===== config.mk =====
export PLATFORM = sky130hd
export DESIGN_NAME = learning_bridge_forwarder
export DESIGN_NICKNAME = d
export VERILOG_FILES = /design/src/sv/lbf_pkg.sv /design/src/sv/lbf_ram.sv /design/src/sv/lbf_ctrl.sv /design/src/sv/lbf_dp.sv /design/src/sv/learning_bridge_forwarder.sv
export SDC_FILE = /design/constraint.sdc
export NUM_CORES = 2
export LEC_CHECK = 0
export ABC_CLOCK_PERIOD_IN_PS = 6220
export BUFFER_PORTS_ARGS = -buffer_cell sky130_fd_sc_hd__buf_2
export CAP_MARGIN = 25
export CORE_MARGIN = 2
export CORE_UTILIZATION = 50
export DETAILED_ROUTE_END_ITERATION = 8
export PLACE_DENSITY = 0.71
export SLEW_MARGIN = 40
export SYNTH_ARGS = -nofsm -noshare
export SYNTH_HDL_FRONTEND = slang
export SYNTH_SLANG_ARGS = --single-unit

===== constraint.sdc =====
create_clock -name clk -period 6.22 [get_ports clk]
set_clock_uncertainty 0.2 [all_clocks]
set_input_delay 0.933 -clock clk [delete_from_list [all_inputs] [get_ports clk]]
set_output_delay 0.933 -clock clk [all_outputs]
set_load 0.02 [all_outputs]

===== src/sv/lbf_pkg.sv =====
// Shared types and codes of the learning bridge forwarder.
`timescale 1ns / 1ps

package lbf_pkg;

  localparam logic [1:0] ACT_FORWARD = 2'd0;
  localparam logic [1:0] ACT_BCAST   = 2'd1;
  localparam logic [1:0] ACT_UNKNOWN = 2'd2;
  localparam logic [1:0] ACT_FILTER  = 2'd3;

  typedef struct packed {
    logic cap;
    logic issue;
    logic finish;
  } cmd_t;

  typedef struct packed {
    logic cnt_zero;
    logic last_issue;
  } status_t;

endpackage


===== src/sv/lbf_ram.sv =====
// Generic single-write, single-read RAM with registered read data.
`timescale 1ns / 1ps

module lbf_ram #(
  parameter int WIDTH = 8,
  parameter int DEPTH = 16
) (
  input  logic                     clk,
  input  logic                     we,
  input  logic [$clog2(DEPTH)-1:0] waddr,
  input  logic [WIDTH-1:0]         wdata,
  input  logic [$clog2(DEPTH)-1:0] raddr,
  output logic [WIDTH-1:0]         rdata
);

  logic [WIDTH-1:0] mem [DEPTH];

  always_ff @(posedge clk) begin
    if (we) begin
      mem[waddr] <= wdata;
    end
    rdata <= mem[raddr];
  end

endmodule


===== src/sv/lbf_ctrl.sv =====
// Controller state machine of the learning bridge forwarder.
`timescale 1ns / 1ps

module lbf_ctrl (
  input  logic             clk,
  input  logic             rst_n,
  input  logic             in_valid,
  output logic             in_stall,
  output logic             out_valid,
  input  logic             out_stall,
  input  lbf_pkg::status_t status,
  output lbf_pkg::cmd_t    cmd
);

  localparam logic [1:0] ST_IDLE   = 2'd0;
  localparam logic [1:0] ST_SCAN   = 2'd1;
  localparam logic [1:0] ST_WAIT   = 2'd2;
  localparam logic [1:0] ST_FINISH = 2'd3;

  logic [1:0] state_r;
  logic [1:0] state_nxt;
  logic       out_valid_r;
  logic       out_valid_nxt;
  logic       out_free;

  assign out_free  = !out_valid_r || !out_stall;
  assign in_stall  = (state_r != ST_IDLE);
  assign out_valid = out_valid_r;

  always_comb begin
    state_nxt  = state_r;
    cmd.cap    = 1'b0;
    cmd.issue  = 1'b0;
    cmd.finish = 1'b0;
    case (state_r)
      ST_IDLE: begin
        if (in_valid) begin
          cmd.cap   = 1'b1;
          state_nxt = status.cnt_zero ? ST_FINISH : ST_SCAN;
        end
      end
      ST_SCAN: begin
        cmd.issue = 1'b1;
        if (status.last_issue) begin
          state_nxt = ST_WAIT;
        end
      end
      ST_WAIT: begin
        state_nxt = ST_FINISH;
      end
      ST_FINISH: begin
        if (out_free) begin
          cmd.finish = 1'b1;
          state_nxt  = ST_IDLE;
        end
      end
      default: begin
        state_nxt = ST_IDLE;
      end
    endcase
  end

  always_comb begin
    out_valid_nxt = out_valid_r;
    if (cmd.finish) begin
      out_valid_nxt = 1'b1;
    end else if (!out_stall) begin
      out_valid_nxt = 1'b0;
    end
  end

  always_ff @(posedge clk) begin
    if (!rst_n) begin
      state_r     <= ST_IDLE;
      out_valid_r <= 1'b0;
    end else begin
      state_r     <= state_nxt;
      out_valid_r <= out_valid_nxt;
    end
  end

endmodule


===== src/sv/lbf_dp.sv =====
// Datapath of the learning bridge forwarder: address table, scan compare and result register.
`timescale 1ns / 1ps

module lbf_dp #(
  parameter int ADDR_BITS   = 48,
  parameter int TABLE_DEPTH = 64
) (
  input  logic                 clk,
  input  logic                 rst_n,
  input  lbf_pkg::cmd_t        cmd,
  output lbf_pkg::status_t     status,
  input  logic [ADDR_BITS-1:0] in_dest_addr,
  input  logic [ADDR_BITS-1:0] in_src_addr,
  input  logic                 in_arrival_port,
  output logic [1:0]           out_action,
  output logic                 out_port,
  output logic                 out_learned,
  output logic                 out_table_full
);

  localparam int IDX_W = $clog2(TABLE_DEPTH);
  localparam int CNT_W = $clog2(TABLE_DEPTH + 1);
  localparam logic [CNT_W-1:0] FULL_CNT = CNT_W'(TABLE_DEPTH);

  logic [ADDR_BITS-1:0] dst_r;
  logic [ADDR_BITS-1:0] src_r;
  logic                 port_r;
  logic [IDX_W-1:0]     idx_r;
  logic [CNT_W-1:0]     cnt_r;
  logic                 cmp_en_r;
  logic                 src_hit_r;
  logic                 dst_hit_r;
  logic                 dst_port_r;
  logic [1:0]           act_r;
  logic                 oport_r;
  logic                 learned_r;
  logic                 full_r;

  logic [ADDR_BITS:0]   rdata;
  logic                 we;
  logic                 tbl_full;
  logic                 learn;
  logic [1:0]           act_nxt;
  logic                 oport_nxt;

  assign tbl_full = (cnt_r == FULL_CNT);
  assign learn    = !src_hit_r && !tbl_full;
  assign we       = cmd.finish && learn;

  assign status.cnt_zero   = (cnt_r == '0);
  assign status.last_issue = ((CNT_W'(idx_r) + 1'b1) == cnt_r);

  lbf_ram #(
    .WIDTH (ADDR_BITS + 1),
    .DEPTH (TABLE_DEPTH)
  ) u_table (
    .clk   (clk),
    .we    (we),
    .waddr (cnt_r[IDX_W-1:0]),
    .wdata ({port_r, src_r}),
    .raddr (idx_r),
    .rdata (rdata)
  );

  always_comb begin
    act_nxt   = lbf_pkg::ACT_UNKNOWN;
    oport_nxt = 1'b0;
    if (&dst_r) begin
      act_nxt = lbf_pkg::ACT_BCAST;
    end else if (dst_hit_r) begin
      if (dst_port_r == port_r) begin
        act_nxt = lbf_pkg::ACT_FILTER;
      end else begin
        act_nxt   = lbf_pkg::ACT_FORWARD;
        oport_nxt = dst_port_r;
      end
    end else if (learn && (dst_r == src_r)) begin
      act_nxt = lbf_pkg::ACT_FILTER;
    end
  end

  always_ff @(posedge clk) begin
    if (cmd.cap) begin
      dst_r  <= in_dest_addr;
      src_r  <= in_src_addr;
      port_r <= in_arrival_port;
    end
    if (cmp_en_r && (rdata[ADDR_BITS-1:0] == dst_r)) begin
      dst_port_r <= rdata[ADDR_BITS];
    end
    if (cmd.finish) begin
      act_r     <= act_nxt;
      oport_r   <= oport_nxt;
      learned_r <= learn;
      full_r    <= !src_hit_r && tbl_full;
    end
  end

  always_ff @(posedge clk) begin
    if (!rst_n) begin
      idx_r     <= '0;
      cnt_r     <= '0;
      cmp_en_r  <= 1'b0;
      src_hit_r <= 1'b0;
      dst_hit_r <= 1'b0;
    end else begin
      cmp_en_r <= cmd.issue;
      if (cmd.cap) begin
        idx_r     <= '0;
        src_hit_r <= 1'b0;
        dst_hit_r <= 1'b0;
      end else begin
        if (cmd.issue) begin
          idx_r <= idx_r + 1'b1;
        end
        if (cmp_en_r) begin
          if (rdata[ADDR_BITS-1:0] == src_r) begin
            src_hit_r <= 1'b1;
          end
          if (rdata[ADDR_BITS-1:0] == dst_r) begin
            dst_hit_r <= 1'b1;
          end
        end
      end
      if (we) begin
        cnt_r <= cnt_r + 1'b1;
      end
    end
  end

  assign out_action     = act_r;
  assign out_port       = oport_r;
  assign out_learned    = learned_r;
  assign out_table_full = full_r;

endmodule


===== src/sv/learning_bridge_forwarder.sv =====
// Top level of the two-port transparent learning bridge forwarder.
`timescale 1ns / 1ps

// Each item is one frame header; the block learns its source address into a table of
// TABLE_DEPTH entries, filled in order and never aged, and then gives one result with
// the forwarding decision. Both the source and the destination lookups are made in a
// single scan of the table memory, one stored entry per cycle. The item is captured,
// each stored entry is read and compared, and then the result is registered; while
// the table is empty the scan is skipped. No new item is taken while one is in work;
// a new item is accepted once the previous one has been moved into the output
// register, even while that result still waits.
// No clearing pass is needed after reset: the fill count marks which entries are valid.

module learning_bridge_forwarder #(
  parameter int ADDR_BITS   = 48,
  parameter int TABLE_DEPTH = 64
) (
  input  logic                 clk,
  input  logic                 rst_n,
  input  logic                 in_valid,
  output logic                 in_stall,
  input  logic [ADDR_BITS-1:0] in_dest_addr,
  input  logic [ADDR_BITS-1:0] in_src_addr,
  input  logic                 in_arrival_port,
  output logic                 out_valid,
  input  logic                 out_stall,
  output logic [1:0]           out_action,
  output logic                 out_port,
  output logic                 out_learned,
  output logic                 out_table_full
);

  lbf_pkg::cmd_t    cmd;
  lbf_pkg::status_t status;

  lbf_ctrl u_ctrl (
    .clk       (clk),
    .rst_n     (rst_n),
    .in_valid  (in_valid),
    .in_stall  (in_stall),
    .out_valid (out_valid),
    .out_stall (out_stall),
    .status    (status),
    .cmd       (cmd)
  );

  lbf_dp #(
    .ADDR_BITS   (ADDR_BITS),
    .TABLE_DEPTH (TABLE_DEPTH)
  ) u_dp (
    .clk             (clk),
    .rst_n           (rst_n),
    .cmd             (cmd),
    .status          (status),
    .in_dest_addr    (in_dest_addr),
    .in_src_addr     (in_src_addr),
    .in_arrival_port (in_arrival_port),
    .out_action      (out_action),
    .out_port        (out_port),
    .out_learned     (out_learned),
    .out_table_full  (out_table_full)
  );

endmodule


==> impl_metrics.env <==
export IMPL_synth_top_area_frac=0.771
export IMPL_hpwlAfterDp_mm=205
export IMPL_fp_coreArea_mm2=0.251
export IMPL_ctsLongestPathBuffers=4
export IMPL_synth_cell_types=57
export IMPL_io_pins=108
export IMPL_final_area_mm2=0.145
export IMPL_dieHeight_um=506
export IMPL_synth_edf_count=3239
export IMPL_status="completed"
export IMPL_async_flop_share=0
export IMPL_tightest_slew_ns=1.06
export IMPL_comb_power_share=0.124
export IMPL_p_leak_nw=44.1
export IMPL_overflow=0
export IMPL_instances_no_fill=9708
export IMPL_min_period_over_period=0.646
export IMPL_crit_chain="buf_12 > buf_4 > mux4_2 > mux4_2 > nor2b_1 > nor3_1 > a221oi_1"
export IMPL_yosysTopAreaCell="edfxtp_1"
export IMPL_cap_violations=0
export IMPL_synthTopCellsByArea="edfxtp_1 77%, mux4_2 14%, dfxtp_1 1.1%"
export IMPL_ant_nets=0
export IMPL_path_max_fanout=39
export IMPL_via_per_inst=6.55
export IMPL_cp_arrival_ns=4.63
export IMPL_yosysMostFrequentCell="edfxtp_1"
export IMPL_clkTransAtPathRegs_ns=0.06
export IMPL_crit_path_start_kind="register"
export IMPL_grt_use_total=0.267
export IMPL_synth_warnings=0
export IMPL_seq_area_mm2=0.0986
export IMPL_grt_max_degree=115
export IMPL_path_common_cell="mux4_2"
export IMPL_pre_cts_ws_ns=1.88
export IMPL_insertion_delay_ns=0.97
export IMPL_drt_iter0_drc=10187
export IMPL_ys_seq_area_frac=0.782
export IMPL_cts_tree="built"
export IMPL_whs_ns=0.195
export IMPL_synthTopCellsByCount="3,239 x edfxtp_1, 799 x mux4_2, 157 x nor2_1"
export IMPL_endpoint_kind="register"
export IMPL_antenna_found_initial=6
export IMPL_nets=6209
export IMPL_rsz0062_at_grt="no"
export IMPL_drive_gt1_frac=0.283
export IMPL_slew_limit_headroom=0.296
export IMPL_tns_ns=0
export IMPL_cp_slowest_stage_delay_ns=0.89
export IMPL_drc_errors=0
export IMPL_fin_ws_ns=2.20
export IMPL_start_util=0.502
export IMPL_fin_crit_ns=4.02
export IMPL_dr_pass1_iters=6
export IMPL_place_gp_congestion=0.962
export IMPL_area_growth_pct=14.8
export IMPL_cp_top_family="simple AND/OR/NAND/NOR gates"
export IMPL_die_w_um=506
export IMPL_cts_resized=0
export IMPL_reg2reg_slack_ns=2.20
export IMPL_cts_made_buffers=341
export IMPL_post_route_util=0.577
export IMPL_avgSynthCellArea_um2=22.7
export IMPL_hold_class="primary input to register"
export IMPL_nFillCells=17435
export IMPL_cts_htree_levels=5
export IMPL_synth_seq_cells=3307
export IMPL_syn_nets=5659
export IMPL_fp_dieArea_mm2=0.256
export IMPL_path_buf_inv=2
export IMPL_clock_sinks=3307
export IMPL_slew_violations=0
export IMPL_dp_cells=8997
export IMPL_finalPower_mw=52.2
export IMPL_wire_per_inst_um=35.4
export IMPL_irDropWorstVdd_uv=298
export IMPL_vias=63562
export IMPL_p_clk_frac=0.374
export IMPL_multi_input_area_mm2=0.0267
export IMPL_ys_dominant_reg_cell="edfxtp_1"
export IMPL_internal_power_mw=39.5
export IMPL_routed_wl_mm=344
export IMPL_place_area_mm2=0.133
export IMPL_finalSetupViolCount=0
export IMPL_worst_setup_path_type="register to register"
export IMPL_power_density_mw_per_mm2=361
export IMPL_p_sw_mw=12.7
export IMPL_grt_pass1_wl_mm=482
export IMPL_critPathSlowestCell="dfxtp_4"
export IMPL_synth_cells=5550
export IMPL_grt_pass1_vias=62528
export IMPL_root_buffer="clkbuf_16"
export IMPL_power_frac_seq=0.501
export IMPL_final_hold_viol_count=0
export IMPL_crit_required_ns=6.83
export IMPL_port_buffers=107
export IMPL_rows=184
export IMPL_syn_area_mm2=0.126
export IMPL_max_freq_mhz=249
export IMPL_p_sw_frac=0.244
[power groups by stage]
stage               registers [mW]  clock network (mW)  logic [mW]
finish                        26.2                19.6        6.50
floorplan                     26.9                   0        3.52
CTS                           26.2                19.7        6.42
global placement              26.6                   0        6.17
detailed placement            26.6                   0        6.35
global route                  26.1                20.5        6.80
[area by class of cell]
class | instances | area share
clock inverters | 172 | 0.0101
inverters | 13 | 0.000371
flip-flops and latches | 3307 | 0.681
repair buffers | 499 | 0.0328
clock buffers | 423 | 0.0625
diodes | 8 | 0.000138
well taps | 3348 | 0.0289
multi-input cells | 1938 | 0.184
[registers in the layout, summed over array words and instances (netlist names), 2 cells and up]
| signal | flops |
|---|---|
| u_dp.u_table.mem | 3136 |
| u_dp.idx_r | 6 |
| u_dp.dst_r | 48 |
| u_dp.u_table.rdata | 49 |
| u_dp.src_r | 48 |
| u_dp.cnt_r | 7 |
| u_dp.out_action | 2 |
| u_ctrl.state_r | 2 |
[final timing paths]
kind | cells past startpoint | start | end
worst max-delay path | 7 | u_dp.idx_r[2] | u_dp.u_table.rdata[1]
worst min-delay path | 3 | out_stall | u_ctrl.out_valid
worst max register to register | 7 | u_dp.idx_r[2] | u_dp.u_table.rdata[1]
worst min register to register | 2 | u_ctrl.state_r[0] | u_ctrl.state_r[0]
[cell families after synthesis]
| family | Yosys count | share of synthesized area |
|---|---|---|
| AND/OR/NAND/NOR | 420 | 0.0153 |
| XOR/XNOR | 155 | 0.0108 |
| multiplexers | 960 | 0.156 |
| flip-flops | 3307 | 0.782 |
| buffers and inverters | 305 | 0.0127 |
| adder cells (fa/ha/maj) | 8 | 0.000793 |
| AO/OA/AOI/OAI | 395 | 0.0233 |
[what timing repair did]
action | in CTS | in global routing
hold buffers | 97 | 0
hold endpoints to repair | 97 | 0
setup buffers | 0 | 0
endpoints found under the setup margin | 0 | 0
[worst register-to-register path, delay by kind of cell (launching register included)]
family | cells | cell delay (ns)
flip-flops | 1 | 0.89
buffers and inverters | 2 | 0.82
AND/OR/NAND/NOR | 2 | 0.93
AO/OA/AOI/OAI | 1 | 0.13
multiplexers | 2 | 0.90
[cell usage in the layout (no fill, tap or decap), drive strengths merged, types with 18 or more instances in the layout]
cell type	count
edfxtp	3239
mux4	799
clkbuf	424
buf	401
nor2	158
clkinv	137
mux2i	129
nand2	108
dlygate4sd3	97
xor2	86
xnor2	69
dfxtp	68
a22oi	56
a221oi	50
o221ai	47
a22o	43
a211oi	40
o21ai	37
a31oi	36
a21oi	34
mux2	32
nand4	30
nor4	30
bufinv	25
o22ai	24
nor3	20
nor2b	20
nand3	18
[layer usage]
metal  up-vias  share of wire  track usage
met2      4355           0.47        0.409
met1     33814           0.37        0.372
met4         2          0.051        0.125
met5         -       0.000047            0
li1      24709              -            -
met3       682           0.11       0.0547
(Power assumes the default switching activity.)
